[config.mk]
export PLATFORM = sky130hd
export DESIGN_NAME = integer_field_formatter
export DESIGN_NICKNAME = d
export VERILOG_FILES = /design/src/sv/iff_pkg.sv /design/src/sv/integer_field_formatter.sv /design/src/sv/iff_front.sv /design/src/sv/iff_queue.sv /design/src/sv/iff_back.sv
export SDC_FILE = /design/constraint.sdc
export NUM_CORES = 1
export LEC_CHECK = 0
export ABC_AREA = 1
export BUFFER_PORTS_ARGS = -buffer_cell sky130_fd_sc_hd__buf_4
export CORE_MARGIN = 2
export CORE_UTILIZATION = 35
export DETAILED_ROUTE_END_ITERATION = 16
export PLACE_DENSITY = 0.53
export SYNTH_ARGS = -nofsm -noshare
export SYNTH_HDL_FRONTEND = slang
export SYNTH_SLANG_ARGS = --single-unit
[constraint.sdc]
create_clock -name clk -period 5.92 [get_ports clk]
set_clock_uncertainty 0.05 [all_clocks]
set_input_delay 0.888 -clock clk [delete_from_list [all_inputs] [get_ports clk]]
set_output_delay 0.888 -clock clk [all_outputs]
set_load 0.05 [all_outputs]
[src/sv/iff_pkg.sv]
// ----------------------------------------------------------------------------
// iff_pkg: shared types and constants of the integer field formatter
// Conversion codes, the number base, the request descriptor that passes
// from the front end to the back end, and the digit character lookup.
// ----------------------------------------------------------------------------
`default_nettype none

package iff_pkg;

	// Conversion codes as they arrive on the request
	localparam logic [2:0] CONV_SDEC = 3'd0;
	localparam logic [2:0] CONV_UDEC = 3'd1;
	localparam logic [2:0] CONV_OCT  = 3'd2;
	localparam logic [2:0] CONV_HEXL = 3'd3;
	localparam logic [2:0] CONV_HEXU = 3'd4;

	// ASCII characters used in the field
	localparam logic [7:0] CH_SPACE = 8'h20;
	localparam logic [7:0] CH_PLUS  = 8'h2B;
	localparam logic [7:0] CH_MINUS = 8'h2D;
	localparam logic [7:0] CH_ZERO  = 8'h30;
	localparam logic [7:0] CH_A_UP  = 8'h41;
	localparam logic [7:0] CH_X_UP  = 8'h58;
	localparam logic [7:0] CH_A_LOW = 8'h61;
	localparam logic [7:0] CH_X_LOW = 8'h78;

	// Entries of the queue between front and back end
	localparam int QUEUE_DEPTH = 2;

	typedef enum logic [1:0] {
		BASE_DEC = 2'd0,
		BASE_OCT = 2'd1,
		BASE_HEX = 2'd2
	} base_t;

	// Classified request, everything but the magnitude
	typedef struct packed {
		base_t      base;
		logic       upper;
		logic       left;
		logic       zfill;
		logic [5:0] width;
		logic [5:0] prec;
		logic [7:0] pre0;
		logic [7:0] pre1;
		logic [1:0] plen;
	} ctrl_t;

	// Map a digit value to its ASCII character
	function automatic logic [7:0] digit_char(input logic [3:0] d, input logic upper);
		logic [7:0] c;
		if (d < 4'd10) begin
			c = CH_ZERO + {4'd0, d};
		end else begin
			c = (upper ? CH_A_UP : CH_A_LOW) + {4'd0, d - 4'd10};
		end
		return c;
	endfunction

endpackage

`default_nettype wire

[src/sv/integer_field_formatter.sv]
// ----------------------------------------------------------------------------
// integer_field_formatter: printf-style integer field formatter
// Turns one parsed integer conversion into its ASCII characters.
// ----------------------------------------------------------------------------
// Each accepted request is classified on entry and queued (two entries), so
// a new request can be taken while the previous field is still being sent.
// The back end handles one request at a time: it takes it from the queue,
// then converts the magnitude one bit per cycle, followed by the digit count
// and field layout steps (TALLY, PLAN, BOUND), and then the field goes out at
// one character per cycle while the output is not stalled,
// max(width, prefix + max(precision, digits)) characters with last set on the
// final one. A zero value with a given precision of zero produces no
// characters and is dropped at entry. Zero fill applies only without a
// precision and without left alignment; width and precision above
// MAX_WIDTH are clamped.
// ----------------------------------------------------------------------------
`default_nettype none

module integer_field_formatter #(
	parameter int MAX_WIDTH  = 48,
	parameter int VALUE_BITS = 32
) (
	input  wire logic                  clk,
	input  wire logic                  arst_n,
	input  wire logic                  in_valid,
	output logic                       in_stall,
	input  wire logic [VALUE_BITS-1:0] value,
	input  wire logic [2:0]            conversion,
	input  wire logic                  left_align,
	input  wire logic                  force_plus,
	input  wire logic                  space_sign,
	input  wire logic                  alt_form,
	input  wire logic                  zero_fill,
	input  wire logic [5:0]            width,
	input  wire logic                  precision_given,
	input  wire logic [5:0]            precision,
	output logic                       out_valid,
	input  wire logic                  out_stall,
	output logic [7:0]                 character,
	output logic                       last
);

	localparam int ENTRY_W = $bits(iff_pkg::ctrl_t) + VALUE_BITS;

	iff_pkg::ctrl_t        f_ctrl;
	logic [VALUE_BITS-1:0] f_mag;
	logic                  f_drop;
	logic                  q_full;
	logic                  q_push;
	logic                  q_pop;
	logic                  q_valid;
	logic [ENTRY_W-1:0]    q_rd_data;
	iff_pkg::ctrl_t        q_ctrl;
	logic [VALUE_BITS-1:0] q_mag;

	// Classify incoming request
	iff_front #(
		.MAX_WIDTH  (MAX_WIDTH),
		.VALUE_BITS (VALUE_BITS)
	) u_front (
		.value           (value),
		.conversion      (conversion),
		.left_align      (left_align),
		.force_plus      (force_plus),
		.space_sign      (space_sign),
		.alt_form        (alt_form),
		.zero_fill       (zero_fill),
		.width           (width),
		.precision_given (precision_given),
		.precision       (precision),
		.ctrl            (f_ctrl),
		.mag             (f_mag),
		.drop            (f_drop)
	);

	// Accept while the queue has room; drop empty fields
	assign in_stall = q_full;
	assign q_push   = in_valid && !q_full && !f_drop;

	iff_queue #(
		.WIDTH (ENTRY_W),
		.DEPTH (iff_pkg::QUEUE_DEPTH)
	) u_queue (
		.clk       (clk),
		.arst_n    (arst_n),
		.push      (q_push),
		.push_data ({f_ctrl, f_mag}),
		.full      (q_full),
		.pop       (q_pop),
		.not_empty (q_valid),
		.pop_data  (q_rd_data)
	);

	assign q_ctrl = q_rd_data[ENTRY_W-1:VALUE_BITS];
	assign q_mag  = q_rd_data[VALUE_BITS-1:0];

	// Convert and emit
	iff_back #(
		.MAX_WIDTH  (MAX_WIDTH),
		.VALUE_BITS (VALUE_BITS)
	) u_back (
		.clk       (clk),
		.arst_n    (arst_n),
		.q_valid   (q_valid),
		.q_ctrl    (q_ctrl),
		.q_mag     (q_mag),
		.q_pop     (q_pop),
		.out_valid (out_valid),
		.out_stall (out_stall),
		.character (character),
		.last      (last)
	);

endmodule

`default_nettype wire

[src/sv/iff_front.sv]
// ----------------------------------------------------------------------------
// iff_front: request classification
// Saturates width and precision, settles the effective flags, forms the
// magnitude and the sign or alternate-form prefix, and flags requests that
// produce no characters at all.
// ----------------------------------------------------------------------------
`default_nettype none

module iff_front #(
	parameter int MAX_WIDTH  = 48,
	parameter int VALUE_BITS = 32
) (
	input  wire logic [VALUE_BITS-1:0] value,
	input  wire logic [2:0]            conversion,
	input  wire logic                  left_align,
	input  wire logic                  force_plus,
	input  wire logic                  space_sign,
	input  wire logic                  alt_form,
	input  wire logic                  zero_fill,
	input  wire logic [5:0]            width,
	input  wire logic                  precision_given,
	input  wire logic [5:0]            precision,
	output iff_pkg::ctrl_t             ctrl,
	output logic [VALUE_BITS-1:0]      mag,
	output logic                       drop
);

	localparam logic [5:0] MAXW = 6'(MAX_WIDTH);

	logic [5:0] width_sat;
	logic [5:0] prec_sat;

	// Clamp width and precision to the supported field size
	assign width_sat = (width > MAXW) ? MAXW : width;
	assign prec_sat  = (precision > MAXW) ? MAXW : precision;

	// Zero value at zero precision prints nothing
	assign drop = precision_given && (precision == 6'd0) && (value == '0);

	// Classify conversion, flags and prefix
	always_comb begin
		ctrl.base  = iff_pkg::BASE_DEC;
		ctrl.upper = 1'b0;
		ctrl.left  = left_align;
		ctrl.zfill = zero_fill & ~precision_given & ~left_align;
		ctrl.width = width_sat;
		ctrl.prec  = precision_given ? prec_sat : 6'd1;
		ctrl.pre0  = iff_pkg::CH_SPACE;
		ctrl.pre1  = iff_pkg::CH_SPACE;
		ctrl.plen  = 2'd0;
		mag        = value;
		case (conversion)
			iff_pkg::CONV_SDEC: begin
				if (value[VALUE_BITS-1]) begin
					mag       = ~value + VALUE_BITS'(1);
					ctrl.plen = 2'd1;
					ctrl.pre0 = iff_pkg::CH_MINUS;
				end else if (force_plus) begin
					ctrl.plen = 2'd1;
					ctrl.pre0 = iff_pkg::CH_PLUS;
				end else if (space_sign) begin
					ctrl.plen = 2'd1;
					ctrl.pre0 = iff_pkg::CH_SPACE;
				end
			end
			iff_pkg::CONV_UDEC: begin
				ctrl.base = iff_pkg::BASE_DEC;
			end
			iff_pkg::CONV_OCT: begin
				ctrl.base = iff_pkg::BASE_OCT;
				if (alt_form) begin
					ctrl.plen = 2'd1;
					ctrl.pre0 = iff_pkg::CH_ZERO;
				end
			end
			iff_pkg::CONV_HEXL, iff_pkg::CONV_HEXU: begin
				ctrl.base  = iff_pkg::BASE_HEX;
				ctrl.upper = (conversion == iff_pkg::CONV_HEXU);
				if (alt_form) begin
					ctrl.plen = 2'd2;
					ctrl.pre0 = iff_pkg::CH_ZERO;
					ctrl.pre1 = (conversion == iff_pkg::CONV_HEXU) ?
						iff_pkg::CH_X_UP : iff_pkg::CH_X_LOW;
				end
			end
			default: begin
				// undefined codes format as unsigned decimal
				ctrl.base = iff_pkg::BASE_DEC;
			end
		endcase
	end

endmodule

`default_nettype wire

[src/sv/iff_queue.sv]
// ----------------------------------------------------------------------------
// iff_queue: short request queue
// A small first-in first-out buffer of classified requests that decouples
// the front end from the back end.
// ----------------------------------------------------------------------------
`default_nettype none

module iff_queue #(
	parameter int WIDTH = 64,
	parameter int DEPTH = 2
) (
	input  wire logic             clk,
	input  wire logic             arst_n,
	input  wire logic             push,
	input  wire logic [WIDTH-1:0] push_data,
	output logic                  full,
	input  wire logic             pop,
	output logic                  not_empty,
	output logic [WIDTH-1:0]      pop_data
);

	localparam int PTR_W = (DEPTH > 1) ? $clog2(DEPTH) : 1;
	localparam int CNT_W = $clog2(DEPTH + 1);

	logic [WIDTH-1:0] slot_q [DEPTH];
	logic [PTR_W-1:0] wr_ptr_q;
	logic [PTR_W-1:0] rd_ptr_q;
	logic [CNT_W-1:0] count_q;
	logic             do_push;
	logic             do_pop;

	assign full      = (count_q == CNT_W'(DEPTH));
	assign not_empty = (count_q != '0);
	assign pop_data  = slot_q[rd_ptr_q];
	assign do_push   = push && !full;
	assign do_pop    = pop && not_empty;

	// Advance pointers and occupancy
	always_ff @(posedge clk or negedge arst_n) begin
		if (!arst_n) begin
			wr_ptr_q <= '0;
			rd_ptr_q <= '0;
			count_q  <= '0;
		end else begin
			if (do_push) begin
				wr_ptr_q <= (wr_ptr_q == PTR_W'(DEPTH - 1)) ? '0 : wr_ptr_q + 1'b1;
			end
			if (do_pop) begin
				rd_ptr_q <= (rd_ptr_q == PTR_W'(DEPTH - 1)) ? '0 : rd_ptr_q + 1'b1;
			end
			if (do_push && !do_pop) begin
				count_q <= count_q + 1'b1;
			end else if (do_pop && !do_push) begin
				count_q <= count_q - 1'b1;
			end
		end
	end

	// Store incoming request
	always_ff @(posedge clk) begin
		if (do_push) begin
			slot_q[wr_ptr_q] <= push_data;
		end
	end

endmodule

`default_nettype wire

[src/sv/iff_back.sv]
// ----------------------------------------------------------------------------
// iff_back: digit conversion and character emission
// Converts the magnitude bit-serially (shift-add-3 for decimal, plain shift
// for octal and hex), counts significant digits on the way, lays out the
// field regions and emits one character per cycle, unless the output is stalled, through an output register.
// ----------------------------------------------------------------------------
`default_nettype none

module iff_back #(
	parameter int MAX_WIDTH  = 48,
	parameter int VALUE_BITS = 32
) (
	input  wire logic                  clk,
	input  wire logic                  arst_n,
	input  wire logic                  q_valid,
	input  wire iff_pkg::ctrl_t        q_ctrl,
	input  wire logic [VALUE_BITS-1:0] q_mag,
	output logic                       q_pop,
	output logic                       out_valid,
	input  wire logic                  out_stall,
	output logic [7:0]                 character,
	output logic                       last
);

	localparam int DIG_MAX = (VALUE_BITS + 2) / 3;
	localparam int ACC_W   = 4 * DIG_MAX;
	localparam int IDX_W   = $clog2(DIG_MAX);
	localparam int ND_W    = $clog2(DIG_MAX + 1);
	localparam int CNT_W   = $clog2(VALUE_BITS);
	localparam int POS_W   = $clog2(MAX_WIDTH + DIG_MAX + 4);

	typedef enum logic [5:0] {
		ST_IDLE  = 6'b000001,
		ST_CONV  = 6'b000010,
		ST_TALLY = 6'b000100,
		ST_PLAN  = 6'b001000,
		ST_BOUND = 6'b010000,
		ST_EMIT  = 6'b100000
	} state_t;

	state_t                  state_q;
	iff_pkg::ctrl_t          ctrl_q;
	logic [VALUE_BITS-1:0]   sh_q;
	logic [ACC_W-1:0]        acc_q;
	logic [CNT_W-1:0]        cnt_q;
	logic [ND_W-1:0]         nd_q;
	logic [POS_W-1:0]        body_q;
	logic [POS_W-1:0]        b0_q;
	logic [POS_W-1:0]        b1_q;
	logic [POS_W-1:0]        b2_q;
	logic [POS_W-1:0]        b3_q;
	logic [POS_W-1:0]        total_q;
	logic [POS_W-1:0]        pos_q;
	logic                    out_valid_q;
	logic [7:0]              char_q;
	logic                    last_q;

	logic [ACC_W-1:0]        acc_adj;
	logic [ACC_W-1:0]        acc_next;
	logic [IDX_W-1:0]        rd_idx;
	logic [POS_W-1:0]        digit_pos;
	logic [3:0]              rd_digit;
	logic                    digit_nz;
	logic                    emit_ok;
	logic                    emit_last;
	logic [7:0]              emit_char;
	logic [POS_W-1:0]        nd_ext;
	logic [POS_W-1:0]        prec_ext;
	logic [POS_W-1:0]        plen_ext;
	logic [POS_W-1:0]        width_ext;
	logic [POS_W-1:0]        zeros;
	logic [POS_W-1:0]        npad;
	logic [POS_W-1:0]        lead;
	logic [POS_W-1:0]        zpad;
	logic [POS_W-1:0]        b3_next;

	assign q_pop     = (state_q == ST_IDLE) && q_valid;
	assign out_valid = out_valid_q;
	assign character = char_q;
	assign last      = last_q;

	// Correct BCD nibbles before the shift, decimal only
	always_comb begin
		acc_adj = acc_q;
		if (ctrl_q.base == iff_pkg::BASE_DEC) begin
			for (int k = 0; k < DIG_MAX; k++) begin
				if (acc_q[4*k +: 4] >= 4'd5) begin
					acc_adj[4*k +: 4] = acc_q[4*k +: 4] + 4'd3;
				end
			end
		end
	end

	assign acc_next = {acc_adj[ACC_W-2:0], sh_q[VALUE_BITS-1]};

	// Read one digit: the next candidate while counting, the output digit while emitting
	assign digit_pos = b3_q - pos_q - POS_W'(1);
	assign rd_idx    = (state_q == ST_EMIT) ? digit_pos[IDX_W-1:0] : nd_q[IDX_W-1:0];
	assign rd_digit  = (ctrl_q.base == iff_pkg::BASE_OCT) ?
		{1'b0, acc_q[rd_idx*3 +: 3]} : acc_q[rd_idx*4 +: 4];
	assign digit_nz  = (nd_q < ND_W'(DIG_MAX)) && (rd_digit != 4'd0);

	// Field layout arithmetic
	assign nd_ext    = POS_W'(nd_q);
	assign prec_ext  = POS_W'(ctrl_q.prec);
	assign plen_ext  = POS_W'(ctrl_q.plen);
	assign width_ext = POS_W'(ctrl_q.width);
	assign zeros     = (prec_ext > nd_ext) ? prec_ext : nd_ext;
	assign npad      = (width_ext > body_q) ? width_ext - body_q : '0;
	assign lead      = (!ctrl_q.left && !ctrl_q.zfill) ? npad : '0;
	assign zpad      = ctrl_q.zfill ? npad : '0;
	assign b3_next   = lead + zpad + body_q;

	// Pick the character at the current position
	always_comb begin
		if (pos_q < b0_q) begin
			emit_char = iff_pkg::CH_SPACE;
		end else if (pos_q < b1_q) begin
			emit_char = (pos_q == b0_q) ? ctrl_q.pre0 : ctrl_q.pre1;
		end else if (pos_q < b2_q) begin
			emit_char = iff_pkg::CH_ZERO;
		end else if (pos_q < b3_q) begin
			emit_char = iff_pkg::digit_char(rd_digit, ctrl_q.upper);
		end else begin
			emit_char = iff_pkg::CH_SPACE;
		end
	end

	assign emit_ok   = (state_q == ST_EMIT) && (!out_valid_q || !out_stall);
	assign emit_last = (pos_q == total_q - POS_W'(1));

	// Sequence conversion, layout and emission
	always_ff @(posedge clk or negedge arst_n) begin
		if (!arst_n) begin
			state_q     <= ST_IDLE;
			cnt_q       <= '0;
			nd_q        <= '0;
			pos_q       <= '0;
			out_valid_q <= 1'b0;
		end else begin
			if (emit_ok) begin
				out_valid_q <= 1'b1;
			end else if (!out_stall) begin
				out_valid_q <= 1'b0;
			end
			case (state_q)
				ST_IDLE: begin
					if (q_valid) begin
						cnt_q   <= '0;
						nd_q    <= '0;
						state_q <= ST_CONV;
					end
				end
				ST_CONV: begin
					if (digit_nz) begin
						nd_q <= nd_q + 1'b1;
					end
					cnt_q <= cnt_q + 1'b1;
					if (cnt_q == CNT_W'(VALUE_BITS - 1)) begin
						state_q <= ST_TALLY;
					end
				end
				ST_TALLY: begin
					// catch up on the final shift; zero still has one digit
					if (digit_nz || (nd_q == '0)) begin
						nd_q <= nd_q + 1'b1;
					end
					state_q <= ST_PLAN;
				end
				ST_PLAN: begin
					state_q <= ST_BOUND;
				end
				ST_BOUND: begin
					pos_q   <= '0;
					state_q <= ST_EMIT;
				end
				ST_EMIT: begin
					if (emit_ok) begin
						pos_q <= pos_q + 1'b1;
						if (emit_last) begin
							state_q <= ST_IDLE;
						end
					end
				end
				default: begin
					state_q <= ST_IDLE;
				end
			endcase
		end
	end

	// Hold datapath and output payload
	always_ff @(posedge clk) begin
		if (emit_ok) begin
			char_q <= emit_char;
			last_q <= emit_last;
		end
		case (state_q)
			ST_IDLE: begin
				if (q_valid) begin
					ctrl_q <= q_ctrl;
					sh_q   <= q_mag;
					acc_q  <= '0;
				end
			end
			ST_CONV: begin
				acc_q <= acc_next;
				sh_q  <= {sh_q[VALUE_BITS-2:0], 1'b0};
			end
			ST_PLAN: begin
				body_q <= plen_ext + zeros;
			end
			ST_BOUND: begin
				b0_q    <= lead;
				b1_q    <= lead + plen_ext;
				b2_q    <= b3_next - nd_ext;
				b3_q    <= b3_next;
				total_q <= ctrl_q.left ? b3_next + npad : b3_next;
			end
			default: begin
			end
		endcase
	end

endmodule

`default_nettype wire
==> flow_summary.ini <==
[run_status]
status = completed

[floorplanning]
die-area_um2 = 47130
die_y_um = 217.1
ios = 68
start_util_pct = 35.25
die_x_um = 217.1
coreArea_um2 = 45090
fp-row-count = 78

[setup_path]
reg2reg_depth = 29
critPathTopFamily = adder cells
cp-end-kind = register
r2r_end = u_back.total_q[5]
critical_path_required_ns = 6.17
path_buf_inv = 6
r2r_slack_ns = 0.96
cpPeakStageDelay_ns = 0.56
start_kind = register
r2r-start = u_back.width_ext[0]
worstSetupPathType = register to register
crit_start = u_back.width_ext[0]
crit_slowest_cell = fa_1
arrival_ns = 5.21
crit_fanout = 5

[synthesis]
yosysSeqAreaShare_pct = 53.03
synth_top_cell_by_area = edfxtp_1
synth-main-ff-cell = edfxtp_1
yosysMostFrequentCell = nand2_1
synth_nets = 1835
syn_area_per_cell_um2 = 9.456
synth_common_cells = 350 x nand2_1, 259 x edfxtp_1, 242 x inv_1, 138 x nor2_1, 96 x a21oi_1
ys_top_cells_by_area = edfxtp_1 49%, nand2_1 8.3%, ha_1 6.8%, inv_1 5.7%, dfrtp_1 3.9%
yosysWarnings = 0
synth_edf_count = 259
syn-cell-area_um2 = 15900
netlist-cell-type-count = 51
synth-seq-cells = 285
yosys.area.top_type_share_pct = 48.93
ys_async_sr_fraction_pct = 9.123
syn_inst = 1681

[power_and_ir_drop]
leakagePower_nw = 7.600
power.density_nw_per_um2 = 520.0
peakVddDrop_mv = 0.2455

[sta]
max_slew.worst_pin.slew_ns = 1.105
max_freq_ghz = 0.2015
hold_viol = 0
setup_tns_ns = 0
slew_violations = 0
setup_viol = 0
timing.final.crit_share_pct = 83.82
finalCriticalPeriod_ns = 4.962
slew_headroom_pct = 26.35
rsz0062_at_grt = no

[global_routing]
grt_max_degree = 78
grt_pass1_vias = 11310
antenna_found_initial = 0
grt_usage_pct = 14.84
grt_pass1_wl_um = 56880
grt.overflow.total = 0

[detailed_routing]
drtPass1Iterations = 5
wl_per_cell_um = 14.76
viasPerCell = 4.809
drt_wl_total_um = 34840
drtIter0Drc = 720
final_antenna_net_count = 0
via_count = 11350
drc = 0

[finish]
fin_cells = 2360
diodes = 0
area_growth_pct = 13.38
final_area_um2 = 18020
drive_gt1_share_pct = 9.148
num-nets-final = 1895

[job]
cap_violations = 0

[placed_design]
gp_routability_congestion = 0.8343
portBuffers = 66
dpl.cell_count = 2308
detailed_place_hpwl_um = 24260
placed_area_um2 = 17000

[clocking]
path_clk_slew_ns = 0.06
cts_hold_buf = 0
cts_buffer_depth = 3
cts_max_level = 1
cts_tree = built
post_cts_buffers = 0
cts-root-buf = clkbuf_16
clk_latency_ns = 0.57
cts_made_buffers = 31
cts_resized = 0
cts.sinks = 285

[min_path]
hp-class = input pin to asynchronous set/reset pin
state kept, by name, indices dropped and copies added, names as in the netlist, 7 cells and up:
signal,cells
u_back.sh_q,32
u_back.character,7
u_back.acc_q,44
u_queue.slot_q,114
u_back.ctrl_q,13
cell type report:
| cell class | instances | area (µm²) |
|---|---|---|
| Tap cell | 600 | 750.7 |
| Clock buffer | 39 | 805.8 |
| Timing Repair Buffer | 77 | 578.1 |
| Multi-Input combinational cell | 1104 | 6336 |
| Clock inverter | 13 | 212.7 |
| Sequential cell | 285 | 8431 |
| Inverter | 242 | 908.4 |
| Fill cell | 4516 | 27070 |
metal layers:
metal	up-vias	track usage, %	part of all wire (%)
li1	5771	-	-
met1	5329	20.34	48
met2	210	24.71	45
met3	40	2.096	4.4
met4	0	3.858	1.8
met5	-	0	0
worst max-delay path by stage:
stage                                end  slack (ns)  depth (start not counted)
floorplan           u_queue.slot_q[1][0]        1.16                         11
CTS                    u_back.total_q[5]        0.96                         29
detailed placement     u_back.total_q[5]        0.98                         29
finish                 u_back.total_q[5]        0.96                         29
global route           u_back.total_q[5]        0.50                         29
global placement       u_back.total_q[5]        1.04                         29
cell usage in the layout, fill, tap and decap left out, types with 2 or more instances in the layout:
cell type	n
nand3b_1	2
buf_4	77
nor4_1	4
nand2_2	11
dfrtp_1	24
nor3_1	37
nand2_4	4
nand3_2	2
edfxtp_1	259
xor2_1	47
clkbuf_16	31
nand4_1	11
clkinv_1	6
o21ai_1	7
fa_1	10
inv_1	240
nor2_4	6
nand2_1	349
o211ai_1	17
a21oi_1	96
nor3b_1	2
o21bai_1	4
clkbuf_1	8
or2_2	10
xnor2_1	21
a21o_1	2
a211oi_1	17
nor2_2	2
o21ai_0	73
o31ai_1	3
nor2_1	136
bufinv_16	6
a31oi_1	36
nor4_2	2
ha_1	87
nand3_1	90
logic make-up after synthesis:
family,share of synthesized area (%)
AO/OA/AOI/OAI,9.469
XOR/XNOR,3.747
adder cells (fa/ha/maj),8.108
buffers and inverters,7.360
flip-flops,53.03
other,0.02359
AND/OR/NAND/NOR,18.26
metrics by stage:
step	hold slack, ns	total power (W)	util, %	worst slack, ns
4_1_cts	0.1951	0.009463	39.97	0.9594
3_3_place_gp	0.4367	0.007403	37.71	1.035
2_1_floorplan	0.4252	0.006443	-	1.161
6_report	0.2016	0.009371	39.97	0.9577
3_5_place_dp	0.4489	0.007468	37.71	0.9767
5_1_grt	0.2085	0.01017	39.97	0.5012
report_power, final:
group          internal, W  total, W  leakage (nW)  switching (W)
combinational      0.00122   0.00381          4.33        0.00259
clock              0.00121   0.00197         0.492       0.000758
sequential         0.00322   0.00359          2.78       0.000377
total              0.00565   0.00937          7.60        0.00373
Power figures use the tool's default switching activity.
